`config.mk`:
```
export PLATFORM = sky130hd
export DESIGN_NAME = poll_frame_parser
export DESIGN_NICKNAME = d
export VERILOG_FILES = /design/src/hw/rtl/pfp_pkg.sv /design/src/hw/rtl/pfp_cfg_regs.sv /design/src/hw/rtl/pfp_parse.sv /design/src/hw/rtl/poll_frame_parser.sv
export SDC_FILE = /design/constraint.sdc
export NUM_CORES = 1
export LEC_CHECK = 0
export BUFFER_PORTS_ARGS = -buffer_cell sky130_fd_sc_hd__buf_2
export CAP_MARGIN = 20
export CORE_MARGIN = 8
export CORE_UTILIZATION = 30
export DETAILED_ROUTE_END_ITERATION = 10
export GPL_TIMING_DRIVEN = 0
export MAX_ROUTING_LAYER = met4
export PLACE_DENSITY_LB_ADDON = 0.1
export REMOVE_ABC_BUFFERS = 1
export SLEW_MARGIN = 20
export SYNTH_ARGS = -nofsm -noshare
export SYNTH_HDL_FRONTEND = slang
export SYNTH_SLANG_ARGS = --single-unit
export TNS_END_PERCENT = 20
```
`constraint.sdc`:
```
create_clock -name i_clk -period 4.8 [get_ports i_clk]
set_input_delay 0.24 -clock i_clk [delete_from_list [all_inputs] [get_ports i_clk]]
set_output_delay 0.24 -clock i_clk [all_outputs]
set_load 0.05 [all_outputs]
```
`src/hw/rtl/pfp_pkg.sv`:
```
package pfp_pkg;

    localparam int unsigned ADDR_W = 4;
    localparam int unsigned DATA_W = 32;

    typedef enum logic [1:0] {
        REG_HEADER_FIRST  = 2'd0,
        REG_HEADER_SECOND = 2'd1,
        REG_OWN_UNIT_ID   = 2'd2,
        REG_MAX_PAYLOAD   = 2'd3
    } t_reg_idx;

    typedef enum logic {
        KIND_PAYLOAD = 1'b0,
        KIND_STATUS  = 1'b1
    } t_kind;

    typedef enum logic [2:0] {
        ST_GOOD_MORE = 3'd0,
        ST_GOOD_LAST = 3'd1,
        ST_SHORT     = 3'd2,
        ST_HEADER    = 3'd3,
        ST_LENGTH    = 3'd4,
        ST_MISMATCH  = 3'd5,
        ST_UNIT      = 3'd6,
        ST_CHECKSUM  = 3'd7
    } t_status;

    localparam logic [15:0] MAX_PAYLOAD_RESET = 16'd10000;
    localparam logic [16:0] FRAME_OVERHEAD    = 17'd12;
    localparam logic [15:0] COUNT_MAX         = 16'hFFFF;
    localparam logic [15:0] LEN_FIELD_END     = 16'd4;
    localparam logic [15:0] PAYLOAD_START     = 16'd10;

    // byte positions of the fixed header
    localparam logic [15:0] POS_HEADER_FIRST  = 16'd0;
    localparam logic [15:0] POS_HEADER_SECOND = 16'd1;
    localparam logic [15:0] POS_LENGTH_LO     = 16'd2;
    localparam logic [15:0] POS_LENGTH_HI     = 16'd3;
    localparam logic [15:0] POS_UNIT_ID       = 16'd4;
    localparam logic [15:0] POS_TYPE          = 16'd5;
    localparam logic [15:0] POS_FRAME_NOW_LO  = 16'd6;
    localparam logic [15:0] POS_FRAME_NOW_HI  = 16'd7;
    localparam logic [15:0] POS_FRAME_END_LO  = 16'd8;
    localparam logic [15:0] POS_FRAME_END_HI  = 16'd9;

    typedef struct packed {
        logic [7:0]  header_first;
        logic [7:0]  header_second;
        logic [7:0]  own_unit_id;
        logic [15:0] max_payload;
    } t_cfg;

    typedef struct packed {
        logic [7:0] rx_byte;
        logic       end_of_packet;
    } t_item;

    typedef struct packed {
        t_kind       kind;
        logic [7:0]  payload_byte;
        logic        restart;
        logic [7:0]  request_type;
        logic [15:0] current_frame;
        t_status     status;
    } t_result;

endpackage

```
`src/hw/rtl/pfp_cfg_regs.sv`:
```
module pfp_cfg_regs (
    input  logic                        i_clk,
    input  logic                        i_rst_n,
    input  logic                        psel,
    input  logic                        penable,
    input  logic                        pwrite,
    input  logic [pfp_pkg::ADDR_W-1:0]  paddr,
    input  logic [pfp_pkg::DATA_W-1:0]  pwdata,
    output logic [pfp_pkg::DATA_W-1:0]  prdata,
    output logic                        pready,
    output pfp_pkg::t_cfg               o_cfg
);
    import pfp_pkg::*;

    t_cfg     r_cfg;
    t_reg_idx reg_idx;
    logic     wr_en;

    assign pready  = 1'b1;
    assign reg_idx = t_reg_idx'(paddr[ADDR_W-1:2]);
    assign wr_en   = psel && penable && pwrite && pready;
    assign o_cfg   = r_cfg;

    always_ff @(posedge i_clk) begin
        if (!i_rst_n) begin
            r_cfg.header_first  <= 8'd0;
            r_cfg.header_second <= 8'd0;
            r_cfg.own_unit_id   <= 8'd0;
            r_cfg.max_payload   <= MAX_PAYLOAD_RESET;
        end else if (wr_en) begin
            case (reg_idx)
                REG_HEADER_FIRST:  r_cfg.header_first  <= pwdata[7:0];
                REG_HEADER_SECOND: r_cfg.header_second <= pwdata[7:0];
                REG_OWN_UNIT_ID:   r_cfg.own_unit_id   <= pwdata[7:0];
                REG_MAX_PAYLOAD:   r_cfg.max_payload   <= pwdata[15:0];
                default: ;
            endcase
        end
    end

    always_comb begin
        case (reg_idx)
            REG_HEADER_FIRST:  prdata = {{(DATA_W-8){1'b0}}, r_cfg.header_first};
            REG_HEADER_SECOND: prdata = {{(DATA_W-8){1'b0}}, r_cfg.header_second};
            REG_OWN_UNIT_ID:   prdata = {{(DATA_W-8){1'b0}}, r_cfg.own_unit_id};
            REG_MAX_PAYLOAD:   prdata = {{(DATA_W-16){1'b0}}, r_cfg.max_payload};
            default:           prdata = '0;
        endcase
    end

endmodule

```
`src/hw/rtl/pfp_parse.sv`:
```
module pfp_parse (
    input  logic             i_clk,
    input  logic             i_rst_n,
    input  pfp_pkg::t_cfg    i_cfg,
    input  pfp_pkg::t_item   i_item,
    input  logic             i_advance,
    output pfp_pkg::t_result o_result,
    output logic             o_has_result
);
    import pfp_pkg::*;

    logic [15:0] r_pos;
    logic [15:0] r_len;
    logic [15:0] r_sum;
    logic [15:0] r_rsum;
    logic [15:0] r_frame_now;
    logic [15:0] r_frame_final;
    logic [7:0]  r_type;
    logic [1:0]  r_err;

    logic [15:0] n_len;
    logic [15:0] n_sum;
    logic [15:0] n_rsum;
    logic [15:0] n_frame_now;
    logic [15:0] n_frame_final;
    logic [7:0]  n_type;
    logic [1:0]  n_err;

    logic [7:0]  rx;
    logic [16:0] pos_p1;
    logic [16:0] pos_p2;
    logic [16:0] len_x;
    logic [16:0] max_len;
    logic [15:0] count;
    logic        is_payload;
    logic        len_bad;
    t_status     status;

    assign rx = i_item.rx_byte;

    always_comb begin
        n_len         = r_len;
        n_sum         = r_sum;
        n_rsum        = r_rsum;
        n_frame_now   = r_frame_now;
        n_frame_final = r_frame_final;
        n_type        = r_type;
        n_err         = r_err;

        case (r_pos)
            POS_HEADER_FIRST: begin
                if (rx != i_cfg.header_first) n_err[0] = 1'b1;
            end
            POS_HEADER_SECOND: begin
                if (rx != i_cfg.header_second) n_err[0] = 1'b1;
            end
            POS_LENGTH_LO:    n_len = {8'd0, rx};
            POS_LENGTH_HI:    n_len = {rx, r_len[7:0]};
            POS_UNIT_ID: begin
                if (rx != i_cfg.own_unit_id) n_err[1] = 1'b1;
            end
            POS_TYPE:         n_type = rx;
            POS_FRAME_NOW_LO: n_frame_now = {8'd0, rx};
            POS_FRAME_NOW_HI: n_frame_now = {rx, r_frame_now[7:0]};
            POS_FRAME_END_LO: n_frame_final = {8'd0, rx};
            POS_FRAME_END_HI: n_frame_final = {rx, r_frame_final[7:0]};
            default: ;
        endcase

        pos_p1 = {1'b0, r_pos} + 17'd1;
        pos_p2 = {1'b0, r_pos} + 17'd2;
        len_x  = {1'b0, r_len};

        // sum covers everything before the checksum field
        if (r_pos < LEN_FIELD_END || pos_p2 < len_x) begin
            n_sum = r_sum + {8'd0, rx};
        end
        if (r_pos >= PAYLOAD_START && r_len >= FRAME_OVERHEAD[15:0]) begin
            if (pos_p2 == len_x) begin
                n_rsum = {r_rsum[15:8], rx};
            end else if (pos_p1 == len_x) begin
                n_rsum = {rx, r_rsum[7:0]};
            end
        end
        is_payload = (r_pos >= PAYLOAD_START) && (pos_p2 < len_x);

        // saturating byte count
        count = (r_pos == COUNT_MAX) ? COUNT_MAX : pos_p1[15:0];

        max_len = {1'b0, i_cfg.max_payload} + FRAME_OVERHEAD;
        len_bad = (n_len < FRAME_OVERHEAD[15:0]) || ({1'b0, n_len} > max_len);

        if (count < LEN_FIELD_END) begin
            status = ST_SHORT;
        end else if (n_err[0]) begin
            status = ST_HEADER;
        end else if (len_bad) begin
            status = ST_LENGTH;
        end else if (count != n_len) begin
            status = ST_MISMATCH;
        end else if (n_err[1]) begin
            status = ST_UNIT;
        end else if (n_rsum != n_sum) begin
            status = ST_CHECKSUM;
        end else if (n_frame_now == n_frame_final) begin
            status = ST_GOOD_LAST;
        end else begin
            status = ST_GOOD_MORE;
        end

        o_has_result           = i_item.end_of_packet || is_payload;
        o_result.restart       = (n_frame_now == 16'd0);
        o_result.request_type  = n_type;
        o_result.current_frame = n_frame_now;
        if (i_item.end_of_packet) begin
            o_result.kind         = KIND_STATUS;
            o_result.payload_byte = 8'd0;
            o_result.status       = status;
        end else begin
            o_result.kind         = KIND_PAYLOAD;
            o_result.payload_byte = rx;
            o_result.status       = ST_GOOD_MORE;
        end
    end

    always_ff @(posedge i_clk) begin
        if (!i_rst_n || (i_advance && i_item.end_of_packet)) begin
            r_pos         <= 16'd0;
            r_len         <= 16'd0;
            r_sum         <= 16'd0;
            r_rsum        <= 16'd0;
            r_frame_now   <= 16'd0;
            r_frame_final <= 16'd0;
            r_type        <= 8'd0;
            r_err         <= 2'd0;
        end else if (i_advance) begin
            r_pos         <= count;
            r_len         <= n_len;
            r_sum         <= n_sum;
            r_rsum        <= n_rsum;
            r_frame_now   <= n_frame_now;
            r_frame_final <= n_frame_final;
            r_type        <= n_type;
            r_err         <= n_err;
        end
    end

endmodule

```
`src/hw/rtl/poll_frame_parser.sv`:
```
// Poll frame parser: takes one received byte per transfer and checks the packet as it
// streams, giving a payload result for each payload byte and one status result on the
// byte marked end of packet. It sustains one byte per clock while the output is not
// stalled; a result passes through the input register and then the result register
// around the single stage of parse logic. The input stalls only while a byte that
// makes a result sits in the input register and the held result is stalled. Payload
// bytes are usable only if the closing status is good (0 or 1).
module poll_frame_parser (
    input  logic                        i_clk,
    input  logic                        i_rst_n,
    input  logic                        i_in_valid,
    output logic                        o_in_stall,
    input  logic [7:0]                  i_rx_byte,
    input  logic                        i_end_of_packet,
    output logic                        o_out_valid,
    input  logic                        i_out_stall,
    output logic                        o_result_kind,
    output logic [7:0]                  o_payload_byte,
    output logic                        o_restart_reassembly,
    output logic [7:0]                  o_request_type,
    output logic [15:0]                 o_current_frame,
    output logic [2:0]                  o_packet_status,
    input  logic                        psel,
    input  logic                        penable,
    input  logic                        pwrite,
    input  logic [pfp_pkg::ADDR_W-1:0]  paddr,
    input  logic [pfp_pkg::DATA_W-1:0]  pwdata,
    output logic [pfp_pkg::DATA_W-1:0]  prdata,
    output logic                        pready
);
    import pfp_pkg::*;

    t_cfg    cfg;
    t_item   r_in;
    logic    r_in_valid;
    t_result r_out;
    logic    r_out_valid;
    t_result result;
    logic    has_result;
    logic    out_blocked;
    logic    advance;
    logic    in_take;

    pfp_cfg_regs u_cfg_regs (
        .i_clk   (i_clk),
        .i_rst_n (i_rst_n),
        .psel    (psel),
        .penable (penable),
        .pwrite  (pwrite),
        .paddr   (paddr),
        .pwdata  (pwdata),
        .prdata  (prdata),
        .pready  (pready),
        .o_cfg   (cfg)
    );

    pfp_parse u_parse (
        .i_clk        (i_clk),
        .i_rst_n      (i_rst_n),
        .i_cfg        (cfg),
        .i_item       (r_in),
        .i_advance    (advance),
        .o_result     (result),
        .o_has_result (has_result)
    );

    assign out_blocked = r_out_valid && i_out_stall;
    assign advance     = r_in_valid && (!out_blocked || !has_result);
    assign o_in_stall  = r_in_valid && !advance;
    assign in_take     = i_in_valid && !o_in_stall;

    always_ff @(posedge i_clk) begin
        if (!i_rst_n) begin
            r_in_valid <= 1'b0;
        end else if (in_take) begin
            r_in_valid <= 1'b1;
        end else if (advance) begin
            r_in_valid <= 1'b0;
        end
    end

    always_ff @(posedge i_clk) begin
        if (in_take) begin
            r_in.rx_byte       <= i_rx_byte;
            r_in.end_of_packet <= i_end_of_packet;
        end
    end

    always_ff @(posedge i_clk) begin
        if (!i_rst_n) begin
            r_out_valid <= 1'b0;
        end else if (advance && has_result) begin
            r_out_valid <= 1'b1;
        end else if (!i_out_stall) begin
            r_out_valid <= 1'b0;
        end
    end

    always_ff @(posedge i_clk) begin
        if (advance && has_result) begin
            r_out <= result;
        end
    end

    assign o_out_valid          = r_out_valid;
    assign o_result_kind        = r_out.kind;
    assign o_payload_byte       = r_out.payload_byte;
    assign o_restart_reassembly = r_out.restart;
    assign o_request_type       = r_out.request_type;
    assign o_current_frame      = r_out.current_frame;
    assign o_packet_status      = r_out.status;

endmodule

```
==> run_summary.xml, run 1 <==
<?xml version="1.0" encoding="UTF-8"?>
<metrics>
  <group name="synthesis">
    <metric name="mappedNetlistArea" unit="um2">12700</metric>
    <metric name="synth.distinct_cells" unit="">89</metric>
    <metric name="synth_most_common_cell" unit="">nand2_1</metric>
    <metric name="fraction_of_post_synthesis_cell_area_in_the_top_cell_type_by_area" unit="">0.234</metric>
    <metric name="synth_top_area_cell" unit="">dfxtp_1</metric>
    <metric name="synthArstFlopShare" unit="">0</metric>
    <metric name="ys_top_cells_by_count" unit="">153 x nand2_1, 148 x dfxtp_1, 120 x nor2_1</metric>
    <metric name="synthesized_flop_and_latch_total" unit="">194</metric>
    <metric name="synth.avg_cell_area" unit="um2">8.77</metric>
    <metric name="synth_top_flop_cell" unit="">dfxtp_1</metric>
    <metric name="yosys-top-cells-area" unit="">dfxtp_1 23%, edfxtp_1 11%, xnor2_1 5.7%</metric>
    <metric name="synth.yosys.seq_area_share" unit="">0.343</metric>
    <metric name="post_synth_inst_count" unit="">1444</metric>
    <metric name="synthesis.yosys.warnings" unit="">0</metric>
    <metric name="synth_edf_count" unit="">46</metric>
  </group>
  <group name="finish">
    <metric name="layout.nets" unit="">1602</metric>
    <metric name="multi_input_area" unit="um2">7880</metric>
    <metric name="regArea" unit="um2">4380</metric>
    <metric name="drive_above_1_share" unit="">0.165</metric>
    <metric name="antenna_cells" unit="">0</metric>
    <metric name="layout-area-overhead-vs-synth" unit="%">16.3</metric>
    <metric name="filler_cell_count" unit="">4386</metric>
  </group>
  <group name="sta">
    <metric name="hold_ws" unit="ns">0.0398</metric>
    <metric name="hold_violations" unit="">0</metric>
    <metric name="finalCritPeriodShare" unit="">0.954</metric>
    <metric name="layout_min_cycle_time" unit="ns">4.58</metric>
    <metric name="finalSetupViolCount" unit="">0</metric>
    <metric name="max_freq" unit="MHz">218</metric>
    <metric name="setup_slack" unit="ns">0.223</metric>
    <metric name="slew-limit-headroom" unit="">0.265</metric>
    <metric name="timing.final.max_slew_violations" unit="">0</metric>
    <metric name="setup_tns" unit="ns">0</metric>
    <metric name="max_slew.worst_pin.slew" unit="ns">1.10</metric>
    <metric name="finalClockSkew" unit="ns">0.0106</metric>
    <metric name="rsz0062_at_grt" unit="">true</metric>
  </group>
  <group name="power">
    <metric name="cellInternalPower" unit="mW">2.75</metric>
    <metric name="netSwitchingFraction" unit="">0.317</metric>
    <metric name="power" unit="mW">4.02</metric>
    <metric name="clock_power_share" unit="">0.351</metric>
    <metric name="power.share.sequential" unit="">0.446</metric>
    <metric name="pwr_density_cell" unit="nW/um2">273</metric>
    <metric name="ir_drop" unit="uV">193</metric>
    <metric name="power_leakage" unit="nW">5.69</metric>
    <metric name="power_frac_comb" unit="">0.203</metric>
    <metric name="p_switching" unit="mW">1.28</metric>
  </group>
  <group name="detailed_routing">
    <metric name="detailedRoute.firstPassIterationCount" unit="">5</metric>
    <metric name="detailroute.via_count" unit="">10752</metric>
    <metric name="detail_route.iter0.violations" unit="">722</metric>
    <metric name="total_wirelength" unit="um">41900</metric>
    <metric name="drc" unit="">0</metric>
    <metric name="routed_via_density" unit="">5.23</metric>
    <metric name="post_drt_wl_per_cell" unit="um">20.4</metric>
    <metric name="ant_nets" unit="">0</metric>
  </group>
  <group name="cts">
    <metric name="cts_num_sinks" unit="">194</metric>
    <metric name="cts_inserted_buffers" unit="">17</metric>
    <metric name="clk-insertion-delay-late" unit="ns">0.46</metric>
    <metric name="cts.htree.levels" unit="">4</metric>
    <metric name="tritoncts" unit="">done</metric>
    <metric name="cts_root_cell" unit="">clkbuf_16</metric>
    <metric name="cts_max_path_buffers" unit="">2</metric>
    <metric name="cts.clk_slew.worst_paths" unit="ns">0.07</metric>
  </group>
  <group name="global_routing">
    <metric name="grt_antenna_before_repair" unit="">0</metric>
    <metric name="grt_overflow" unit="">0</metric>
    <metric name="grt_usage" unit="">0.172</metric>
    <metric name="grt_pass1_wl" unit="um">64900</metric>
    <metric name="grt_start_max_net_pins" unit="">44</metric>
    <metric name="first_global_vias" unit="">10735</metric>
  </group>
  <group name="critical_path">
    <metric name="required" unit="ns">5.01</metric>
    <metric name="critical_path.endpoint_type" unit="">flop</metric>
    <metric name="critPathSlowestCell" unit="">dfxtp_4</metric>
    <metric name="timing.setup.critical_path_class" unit="">reg -&gt; reg</metric>
    <metric name="timing.critical_path.fanout_max" unit="">11</metric>
    <metric name="ff2ff_setup_slack" unit="ns">0.22</metric>
    <metric name="worst_ep_arrival_time" unit="ns">4.79</metric>
    <metric name="critPathMaxStageDelay" unit="ns">0.45</metric>
    <metric name="cp-start-kind" unit="">flop</metric>
    <metric name="timing.critical_path.cells" unit="">and4_4 -&gt; nand4_4 -&gt; nor3_1 -&gt; xor2_1 -&gt; ha_1 -&gt; nand4_1 -&gt; nor3_4 -&gt; o311ai_4 -&gt; nor2_4 -&gt; mux2_2 -&gt; and3_1 -&gt; nor4b_2 -&gt; o2111ai_1 -&gt; nor4_4 -&gt; buf_4 -&gt; a31oi_4 -&gt; o31a_1</metric>
  </group>
  <group name="floorplan">
    <metric name="dieHeight" unit="um">221</metric>
    <metric name="die_outline_area" unit="um2">49000</metric>
    <metric name="io-pin-count" unit="">124</metric>
    <metric name="floorplan.initialDensity" unit="">0.303</metric>
    <metric name="placeableCoreArea" unit="um2">41900</metric>
    <metric name="core.rowCount" unit="">75</metric>
    <metric name="die_width" unit="um">221</metric>
  </group>
  <group name="outcome">
    <metric name="run_status" unit="">finished, final reports clean</metric>
  </group>
  <group name="flow_run">
    <metric name="max-cap-violations" unit="">0</metric>
  </group>
  <group name="place">
    <metric name="pre_cts_ws" unit="ns">-1.64</metric>
    <metric name="io_buffers" unit="">88</metric>
    <metric name="gp_congestion" unit="">0.850</metric>
    <metric name="post-dp-hpwl" unit="um">30000</metric>
  </group>
  <group name="hold_path">
    <metric name="worstHoldPathType" unit="">in -&gt; reg</metric>
  </group>
</metrics>
flip-flops by register name, indices dropped and copies added, names as in the netlist:
register and count:
r_in_valid 1, r_in 9, o_packet_status 3, o_restart_reassembly 1, u_parse.r_frame_final 16, u_parse.r_err 2, u_parse.r_sum 16, o_current_frame 16
u_parse.r_type 8, o_result_kind 1, u_parse.r_len 16, u_parse.r_pos 16, o_out_valid 1, o_payload_byte 8, u_cfg_regs.o_cfg 40, u_parse.r_frame_now 16
u_parse.r_rsum 16, o_request_type 8
cells by family after synthesis:
family	after synthesis	share of synthesized area
AND/OR/NAND/NOR	550	0.230
other	2	0.000593
AO/OA/AOI/OAI	293	0.162
buffers and inverters	158	0.0558
multiplexers	77	0.0702
adder cells (fa/ha/maj)	48	0.0480
flip-flops	194	0.343
XOR/XNOR	122	0.0909
final timing paths:
kind                                   startpoint                   end  depth (start not counted)
worst max register to register   u_parse.r_pos[9]    o_packet_status[0]                         17
worst min-delay path                   pwdata[12]  u_cfg_regs.o_cfg[12]                          3
worst min register to register  u_parse.r_type[3]     u_parse.r_type[3]                          2
worst max-delay path             u_parse.r_pos[9]    o_packet_status[0]                         17
metal layers:
| metal | GRT usage | wire (um) | share of wire |
|---|---|---|---|
| met1 | 0.218 | 19700 | 0.47 |
| met2 | 0.288 | 20300 | 0.48 |
| met3 | 0.0266 | 1250 | 0.030 |
| met4 | 0.0385 | 605 | 0.014 |
| met5 | - | 0 | 0 |
worst max-delay path: cells and delay by family (launching register included):
family                   cells  cell delay (ns)
multiplexers                 1             0.36
flip-flops                   1             0.45
buffers and inverters        1             0.17
XOR/XNOR                     1             0.10
adder cells (fa/ha/maj)      1             0.35
AO/OA/AOI/OAI                4             0.78
AND/OR/NAND/NOR              9             2.08
cell type report:
type                       instances  area share
clock buffer                      21      0.0299
clock inverter                    11     0.00714
inverter                          44      0.0112
multi-input combinational       1108       0.535
sequential                       194       0.298
tap                              539      0.0458
timing repair buffer             137      0.0732
timing repair:
item,in CTS,in global routing
gates resized for setup,38,16
endpoints found under the hold margin,14,0
gates cloned,1,0
pin swaps,9,3
endpoints found under the setup margin,157,51
hold buffers,14,0
setup buffers,18,2
power by group through the flow:
stage | Sequential (mW) | Combinational [mW] | Clock, mW
after floorplan | 1.86 | 0.478 | 0
after global placement | 1.85 | 0.724 | 0
after detailed placement | 1.84 | 0.773 | 0
after CTS | 1.79 | 0.811 | 1.46
after global routing | 1.80 | 0.890 | 1.51
final | 1.79 | 0.815 | 1.41
stage by stage:
stage,util,instances,instance area [um2]
2_1_floorplan,-,1345,12200
3_3_place_gp,0.318,1972,13300
3_5_place_dp,0.327,1987,13700
4_1_cts,0.350,2052,14700
5_1_grt,0.352,2054,14700
6_report,0.352,2054,14700
placed cells by master (no fill, tap or decap), types with 23 or more instances in the layout:
cell,instances
a22o_1,24
xor2_1,33
xnor2_1,83
o21ai_0,36
inv_1,41
a21oi_1,74
nand3_1,42
nor3_1,36
edfxtp_1,46
mux2i_1,55
nor4_1,23
buf_2,88
and3_1,25
a22oi_1,31
nand2_1,152
ha_1,46
nor2_1,118
dfxtp_1,135
nor2b_1,37
Note: power is estimated with default switching activity, not from simulation.
==> run 2: changes to the inputs <==
Settings changed: ABC_AREA set to 1.
==> run_summary.xml, run 2 <==
<?xml version="1.0" encoding="UTF-8"?>
<metrics>
  <group name="detailed_routing">
    <metric name="routed_via_density" unit="">4.87</metric>
    <metric name="detailroute.via_count" unit="">11684</metric>
    <metric name="drc" unit="">0</metric>
    <metric name="detailedRoute.firstPassIterationCount" unit="">5</metric>
    <metric name="ant_nets" unit="">0</metric>
    <metric name="total_wirelength" unit="um">41700</metric>
    <metric name="post_drt_wl_per_cell" unit="um">17.4</metric>
    <metric name="detail_route.iter0.violations" unit="">727</metric>
  </group>
  <group name="critical_path">
    <metric name="worst_ep_arrival_time" unit="ns">4.87</metric>
    <metric name="critPathSlowestCell" unit="">dfxtp_4</metric>
    <metric name="timing.critical_path.buf_inv" unit="">7</metric>
    <metric name="critPathMaxStageDelay" unit="ns">0.42</metric>
    <metric name="path_delay_family" unit="">simple AND/OR/NAND/NOR gates</metric>
    <metric name="critical_path.endpoint_type" unit="">flop</metric>
    <metric name="cp-start-kind" unit="">flop</metric>
    <metric name="timing.critical_path.fanout_max" unit="">87</metric>
    <metric name="critical_path_s_most_frequent_cell" unit="">buf_16</metric>
    <metric name="timing.setup.critical_path_class" unit="">reg -&gt; reg</metric>
    <metric name="ff2ff_setup_slack" unit="ns">0.23</metric>
    <metric name="timing.critical_path.cells" unit="">ha_2 -&gt; inv_1 -&gt; nor2_2 -&gt; nand2_2 -&gt; nor2_1 -&gt; xor2_1 -&gt; inv_1 -&gt; ha_1 -&gt; nand3_1 -&gt; nor2_1 -&gt; nand2_1 -&gt; nand3_4 -&gt; o21ai_4 -&gt; nand3_4 -&gt; nand2_8 -&gt; buf_16 -&gt; inv_12 -&gt; buf_16 -&gt; a21oi_4 -&gt; inv_6 -&gt; buf_16 -&gt; a21oi_1</metric>
    <metric name="required" unit="ns">5.11</metric>
  </group>
  <group name="global_routing">
    <metric name="grt_overflow" unit="">0</metric>
    <metric name="first_global_vias" unit="">11173</metric>
    <metric name="grt_usage" unit="">0.179</metric>
    <metric name="grt_start_max_net_pins" unit="">88</metric>
    <metric name="grt_antenna_before_repair" unit="">0</metric>
    <metric name="grt_pass1_wl" unit="um">65300</metric>
  </group>
  <group name="power">
    <metric name="power" unit="mW">3.64</metric>
    <metric name="ir_drop" unit="uV">251</metric>
    <metric name="power_leakage" unit="nW">6.02</metric>
    <metric name="pwr_density_cell" unit="nW/um2">258</metric>
  </group>
  <group name="sta">
    <metric name="finalClockSkew" unit="ns">0.0188</metric>
    <metric name="rsz0062_at_grt" unit="">true</metric>
    <metric name="max_freq" unit="MHz">219</metric>
    <metric name="slew-limit-headroom" unit="">0.354</metric>
    <metric name="max_slew.worst_pin.slew" unit="ns">0.967</metric>
    <metric name="setup_tns" unit="ns">0</metric>
    <metric name="finalSetupViolCount" unit="">0</metric>
    <metric name="timing.final.max_slew_violations" unit="">0</metric>
    <metric name="hold_violations" unit="">0</metric>
    <metric name="finalCritPeriodShare" unit="">0.951</metric>
    <metric name="layout_min_cycle_time" unit="ns">4.57</metric>
    <metric name="setup_slack" unit="ns">0.235</metric>
  </group>
  <group name="synthesis">
    <metric name="synth_top_flop_cell" unit="">dfxtp_1</metric>
    <metric name="synth.distinct_cells" unit="">49</metric>
    <metric name="mappedNetlistArea" unit="um2">12300</metric>
    <metric name="post_synth_inst_count" unit="">1794</metric>
    <metric name="fraction_of_post_synthesis_cell_area_in_the_top_cell_type_by_area" unit="">0.241</metric>
    <metric name="synth_most_common_cell" unit="">nand2_1</metric>
    <metric name="synth_top_area_cell" unit="">dfxtp_1</metric>
    <metric name="synth_edf_count" unit="">46</metric>
    <metric name="ys_top_cells_by_count" unit="">527 x nand2_1, 159 x nor2_1, 158 x inv_1</metric>
    <metric name="synth.yosys.seq_area_share" unit="">0.353</metric>
    <metric name="synthesized_flop_and_latch_total" unit="">194</metric>
    <metric name="synth.avg_cell_area" unit="um2">6.87</metric>
    <metric name="yosys-top-cells-area" unit="">dfxtp_1 24%, nand2_1 16%, edfxtp_1 11%</metric>
    <metric name="synthArstFlopShare" unit="">0</metric>
    <metric name="synthesis.yosys.warnings" unit="">0</metric>
  </group>
  <group name="cts">
    <metric name="cts.htree.levels" unit="">4</metric>
    <metric name="cts_max_path_buffers" unit="">2</metric>
    <metric name="clk-insertion-delay-late" unit="ns">0.45</metric>
    <metric name="tritoncts" unit="">done</metric>
    <metric name="cts_root_cell" unit="">clkbuf_16</metric>
    <metric name="cts.clk_slew.worst_paths" unit="ns">0.08</metric>
    <metric name="cts_num_sinks" unit="">194</metric>
    <metric name="cts_inserted_buffers" unit="">17</metric>
  </group>
  <group name="floorplan">
    <metric name="die_width" unit="um">219</metric>
    <metric name="floorplan.initialDensity" unit="">0.303</metric>
    <metric name="die_outline_area" unit="um2">47800</metric>
    <metric name="io-pin-count" unit="">124</metric>
    <metric name="dieHeight" unit="um">219</metric>
    <metric name="core.rowCount" unit="">74</metric>
    <metric name="placeableCoreArea" unit="um2">40600</metric>
  </group>
  <group name="finish">
    <metric name="finalInstanceArea" unit="um2">14100</metric>
    <metric name="post_route_non_filler_standard_cell_count" unit="">2401</metric>
    <metric name="mostFrequentLayoutCells" unit="">526 x nand2_1, 158 x nor2_1, 157 x inv_1</metric>
    <metric name="antenna_cells" unit="">0</metric>
    <metric name="drive_above_1_share" unit="">0.109</metric>
    <metric name="most_common_library_cell_in_the_layout_ignoring_fill_and_taps" unit="">nand2_1</metric>
    <metric name="layout-area-overhead-vs-synth" unit="%">14.5</metric>
    <metric name="filler_cell_count" unit="">4381</metric>
    <metric name="number_of_flip_flops_in_the_largest_register" unit="">40</metric>
    <metric name="layout.nets" unit="">1956</metric>
  </group>
  <group name="flow_run">
    <metric name="max-cap-violations" unit="">0</metric>
  </group>
  <group name="outcome">
    <metric name="run_status" unit="">finished, final reports clean</metric>
  </group>
  <group name="place">
    <metric name="post-dp-hpwl" unit="um">28800</metric>
    <metric name="pre_cts_ws" unit="ns">-1.63</metric>
    <metric name="gp_congestion" unit="">0.864</metric>
    <metric name="placedCellCount" unit="">2347</metric>
    <metric name="placedInstanceArea" unit="um2">13200</metric>
    <metric name="io_buffers" unit="">88</metric>
  </group>
  <group name="hold_path">
    <metric name="worstHoldPathType" unit="">in -&gt; reg</metric>
  </group>
</metrics>
-- run 2: changes by cell type in the layout (fill, tap and decap cells not counted), moves of 30 or more --
cell and delta:
a21oi_1 +76, xnor2_1 -69, nor2b_1 -37, nand3_1 +73
a22oi_1 -31, mux2i_1 -55, nor2_1 +40, o21ai_0 +56
inv_1 +116, xor2_1 +30, nand2_1 +374
-- run 2: worst paths after layout --
| check | start | cells past startpoint | to |
|---|---|---|---|
| worst max-delay path | u_parse.r_pos[2] | 22 | u_parse.r_frame_final[7] |
| worst min-delay path | i_in_valid | 3 | r_in_valid |
| worst max register to register | u_parse.r_pos[2] | 22 | u_parse.r_frame_final[7] |
| worst min register to register | u_parse.r_err[0] | 2 | u_parse.r_err[0] |
-- run 2: layout make-up --
| class | instances | area, um2 | share of cell area |
|---|---|---|---|
| Tap cell | 532 | 666 | 0.0472 |
| Sequential cell | 194 | 4360 | 0.309 |
| Clock buffer | 22 | 464 | 0.0329 |
| Inverter | 171 | 659 | 0.0468 |
| Timing Repair Buffer | 111 | 768 | 0.0545 |
| Clock inverter | 10 | 125 | 0.00887 |
| Multi-Input combinational cell | 1361 | 7060 | 0.501 |
-- run 2: metal layers --
layer / wire, um / GRT usage / part of all wire
met1: 20400 / 0.243 / 0.49
met2: 18800 / 0.281 / 0.45
met3: 1810 / 0.0228 / 0.043
met4: 650 / 0.0434 / 0.016
met5: 0 / - / 0
-- run 2: through the flow --
step / util / hold WS [ns]
finish: 0.347 / 0.0635
global route: 0.347 / 0.0658
CTS: 0.346 / 0.0381
detailed placement: 0.324 / 0.419
global placement: 0.321 / 0.418
floorplan: - / 0.339
-- run 2: kinds of logic (layout without fill, tap and decap cells) --
| logic type | after synthesis | in the layout | synth area share |
|---|---|---|---|
| AO/OA/AOI/OAI | 297 | 297 | 0.130 |
| XOR/XNOR | 77 | 77 | 0.0547 |
| adder cells (fa/ha/maj) | 48 | 48 | 0.0494 |
| buffers and inverters | 257 | 314 | 0.0879 |
| flip-flops | 194 | 194 | 0.353 |
| other | 2 | 17 | 0.000610 |
| AND/OR/NAND/NOR | 919 | 922 | 0.325 |
-- run 2: tightest hold or removal path: cells and delay by family --
family	cells	cell delay, ns
buffers and inverters	1	0.09
AO/OA/AOI/OAI	1	0.06
AND/OR/NAND/NOR	1	0.07
-- run 2: report_power, final --
group          switching (mW)  internal (mW)  leakage (nW)  total, mW
clock                   0.676          0.804         0.287       1.48
sequential             0.0303           1.70          1.62       1.73
combinational           0.316          0.117          4.12      0.433
-- run 2: what timing repair did --
item | 4_1_cts | 5_1_grt
pin swaps | 2 | 1
hold buffers | 13 | 0
resized for setup | 16 | 7
cloned | 5 | 0
endpoints found under the hold margin | 13 | 0
buffers inserted | 1 | 3
setup endpoints to repair | 148 | 124
==> run 3: changes to the inputs <==
Settings changed: CORE_UTILIZATION 30 to 45.
==> run_summary.xml, run 3 (synthesized netlist as in run 2, its figures left out) <==
<?xml version="1.0" encoding="UTF-8"?>
<metrics>
  <group name="finish">
    <metric name="multi_input_area" unit="um2">7070</metric>
    <metric name="drive_above_1_share" unit="">0.111</metric>
    <metric name="filler_cell_count" unit="">2679</metric>
    <metric name="most_common_library_cell_in_the_layout_ignoring_fill_and_taps" unit="">nand2_1</metric>
    <metric name="layout.nets" unit="">1952</metric>
    <metric name="layout-area-overhead-vs-synth" unit="%">12.6</metric>
    <metric name="mostFrequentLayoutCells" unit="">524 x nand2_1, 157 x inv_1, 156 x nor2_1</metric>
    <metric name="number_of_flip_flops_in_the_largest_register" unit="">40</metric>
    <metric name="regArea" unit="um2">4350</metric>
    <metric name="fraction_of_the_core_area_covered_by_cells_at_the_end_of_the_flow" unit="">0.515</metric>
    <metric name="antenna_cells" unit="">0</metric>
  </group>
  <group name="critical_path">
    <metric name="critPathSlowestCell" unit="">dfxtp_1</metric>
    <metric name="critical_path_s_most_frequent_cell" unit="">buf_16</metric>
    <metric name="required" unit="ns">5.16</metric>
    <metric name="timing.critical_path.cells" unit="">ha_2 -&gt; inv_1 -&gt; nor2_2 -&gt; nand2_2 -&gt; inv_1 -&gt; nand2_1 -&gt; xor2_1 -&gt; ha_1 -&gt; nand2_1 -&gt; nor2_1 -&gt; nor3_1 -&gt; nor2_1 -&gt; nor2_4 -&gt; nand3_4 -&gt; o21ai_4 -&gt; nand3_4 -&gt; nand2_8 -&gt; buf_16 -&gt; inv_6 -&gt; buf_16 -&gt; a21oi_4 -&gt; bufinv_16 -&gt; buf_16 -&gt; a21oi_1</metric>
    <metric name="worst_ep_arrival_time" unit="ns">4.87</metric>
    <metric name="critPathMaxStageDelay" unit="ns">0.45</metric>
    <metric name="critical_path.reg2reg.startpoint" unit="">u_parse.r_pos[1]</metric>
    <metric name="ff2ff_setup_slack" unit="ns">0.29</metric>
    <metric name="critical_path.endpoint_type" unit="">flop</metric>
    <metric name="cp-start-kind" unit="">flop</metric>
    <metric name="r2r-end" unit="">u_parse.r_frame_final[9]</metric>
    <metric name="timing.critical_path.fanout_max" unit="">63</metric>
    <metric name="timing.setup.critical_path_class" unit="">reg -&gt; reg</metric>
    <metric name="worst-r2r-cell-count" unit="">24</metric>
  </group>
  <group name="sta">
    <metric name="timing.final.max_slew_violations" unit="">0</metric>
    <metric name="setup_tns" unit="ns">0</metric>
    <metric name="finalSetupViolCount" unit="">0</metric>
    <metric name="setup_slack" unit="ns">0.287</metric>
    <metric name="hold_violations" unit="">0</metric>
    <metric name="finalClockSkew" unit="ns">0.0235</metric>
    <metric name="finalCritPeriodShare" unit="">0.940</metric>
    <metric name="max_slew.worst_pin.slew" unit="ns">1.05</metric>
    <metric name="rsz0062_at_grt" unit="">false</metric>
    <metric name="hold_ws" unit="ns">0.00953</metric>
    <metric name="max_freq" unit="MHz">222</metric>
    <metric name="layout_min_cycle_time" unit="ns">4.51</metric>
    <metric name="slew-limit-headroom" unit="">0.301</metric>
  </group>
  <group name="floorplan">
    <metric name="die_width" unit="um">181</metric>
    <metric name="die_outline_area" unit="um2">32900</metric>
    <metric name="core.rowCount" unit="">60</metric>
    <metric name="dieHeight" unit="um">181</metric>
    <metric name="io-pin-count" unit="">124</metric>
    <metric name="floorplan.initialDensity" unit="">0.457</metric>
    <metric name="placeableCoreArea" unit="um2">27000</metric>
  </group>
  <group name="detailed_routing">
    <metric name="post_drt_wl_per_cell" unit="um">17.3</metric>
    <metric name="detailedRoute.firstPassIterationCount" unit="">5</metric>
    <metric name="detailroute.via_count" unit="">11970</metric>
    <metric name="total_wirelength" unit="um">38100</metric>
    <metric name="routed_via_density" unit="">5.43</metric>
    <metric name="drc" unit="">0</metric>
    <metric name="detail_route.iter0.violations" unit="">919</metric>
    <metric name="ant_nets" unit="">0</metric>
  </group>
  <group name="global_routing">
    <metric name="grt_start_max_net_pins" unit="">66</metric>
    <metric name="first_global_vias" unit="">10963</metric>
    <metric name="grt_pass1_wl" unit="um">59400</metric>
    <metric name="grt_usage" unit="">0.231</metric>
    <metric name="grt_antenna_before_repair" unit="">0</metric>
    <metric name="grt_overflow" unit="">0</metric>
  </group>
  <group name="cts">
    <metric name="cts.htree.levels" unit="">4</metric>
    <metric name="cts_num_sinks" unit="">194</metric>
    <metric name="cts_inserted_buffers" unit="">17</metric>
    <metric name="cts_max_path_buffers" unit="">2</metric>
    <metric name="cts_root_cell" unit="">clkbuf_16</metric>
    <metric name="tritoncts" unit="">done</metric>
    <metric name="cts.clk_slew.worst_paths" unit="ns">0.09</metric>
    <metric name="clk-insertion-delay-late" unit="ns">0.45</metric>
  </group>
  <group name="power">
    <metric name="pwr_density_cell" unit="nW/um2">268</metric>
    <metric name="power_leakage" unit="nW">6.02</metric>
    <metric name="ir_drop" unit="uV">243</metric>
    <metric name="power" unit="mW">3.72</metric>
  </group>
  <group name="hold_path">
    <metric name="hold_path.startpoint" unit="">pwdata[10]</metric>
    <metric name="hold_path_depth" unit="">3</metric>
    <metric name="worstHoldPathType" unit="">in -&gt; reg</metric>
    <metric name="min_delay_worst_endpoint" unit="">u_cfg_regs.o_cfg[10]</metric>
  </group>
  <group name="place">
    <metric name="io_buffers" unit="">88</metric>
    <metric name="gp_congestion" unit="">0.936</metric>
    <metric name="post-dp-hpwl" unit="um">25800</metric>
    <metric name="pre_cts_ws" unit="ns">-1.14</metric>
  </group>
  <group name="flow_run">
    <metric name="max-cap-violations" unit="">0</metric>
  </group>
  <group name="outcome">
    <metric name="run_status" unit="">finished, final reports clean</metric>
  </group>
</metrics>
[run 3: cell count changes in the layout (fill, tap and decap cells not counted), sizes merged]
cell / before / now
dlygate4sd3: 13 / 9
inv: 173 / 178
clkbuf: 22 / 18
clkinv: 5 / 6
bufbuf: 2 / 1
clkinvlp: 1 / 0
[run 3: metrics by stage]
| step | instance area [um2] | std cells |
|---|---|---|
| finish | 13900 | 2206 |
| global placement | 12800 | 2152 |
| CTS | 13800 | 2201 |
| global route | 13900 | 2206 |
| detailed placement | 12900 | 2155 |
| floorplan | 11900 | 1723 |
[run 3: layer usage]
metal | up-vias | share of wire | GRT usage
li1 | 5980 | - | -
met1 | 5529 | 0.46 | 0.299
met2 | 393 | 0.45 | 0.364
met3 | 68 | 0.059 | 0.0285
met4 | 0 | 0.035 | 0.0895
met5 | - | 0 | -
[run 3: worst max-delay path: cells and delay by family, from the launching register on]
family / cells / cell delay (ns)
simple gates: 11 / 1.48
buf+inv: 7 / 1.08
compound gates: 3 / 0.59
fa+ha+maj: 2 / 0.58
flops: 1 / 0.45
xor+xnor: 1 / 0.16
[run 3: power by group]
group | internal, mW | switching (mW)
Clock | 0.775 | 0.796
Sequential | 1.70 | 0.0283
Combinational | 0.116 | 0.311
Total | 2.59 | 1.14
[run 3: area by class of cell]
type | instances | area share
Clock inverter | 15 | 0.0157
Clock buffer | 17 | 0.0307
Sequential cell | 194 | 0.313
Tap cell | 341 | 0.0308
Timing Repair Buffer | 107 | 0.0510
Inverter | 171 | 0.0487
Multi-Input combinational cell | 1361 | 0.510
[run 3: worst max-delay path by stage]
| stage | start | end | slack [ns] | cells after the start |
|---|---|---|---|---|
| detailed placement | u_parse.r_pos[3] | u_parse.r_frame_final[9] | -1.14 | 23 |
| floorplan | u_parse.r_pos[2] | o_current_frame[0] | -1.79 | 18 |
| global placement | u_parse.r_pos[3] | u_parse.r_frame_final[7] | -5.97 | 20 |
| CTS | u_parse.r_pos[2] | u_parse.r_frame_final[9] | 0.02 | 24 |
| finish | u_parse.r_pos[1] | u_parse.r_frame_final[9] | 0.29 | 24 |
| global route | u_parse.r_pos[1] | u_parse.r_frame_final[14] | 0.03 | 24 |
[run 3: timing repair]
action	in CTS	in global routing
pin swaps	2	1
gates resized for setup	15	9
endpoints found under the setup margin	148	105
hold endpoints to repair	9	0
hold buffers	9	0
gates cloned	4	1
setup buffers	1	4
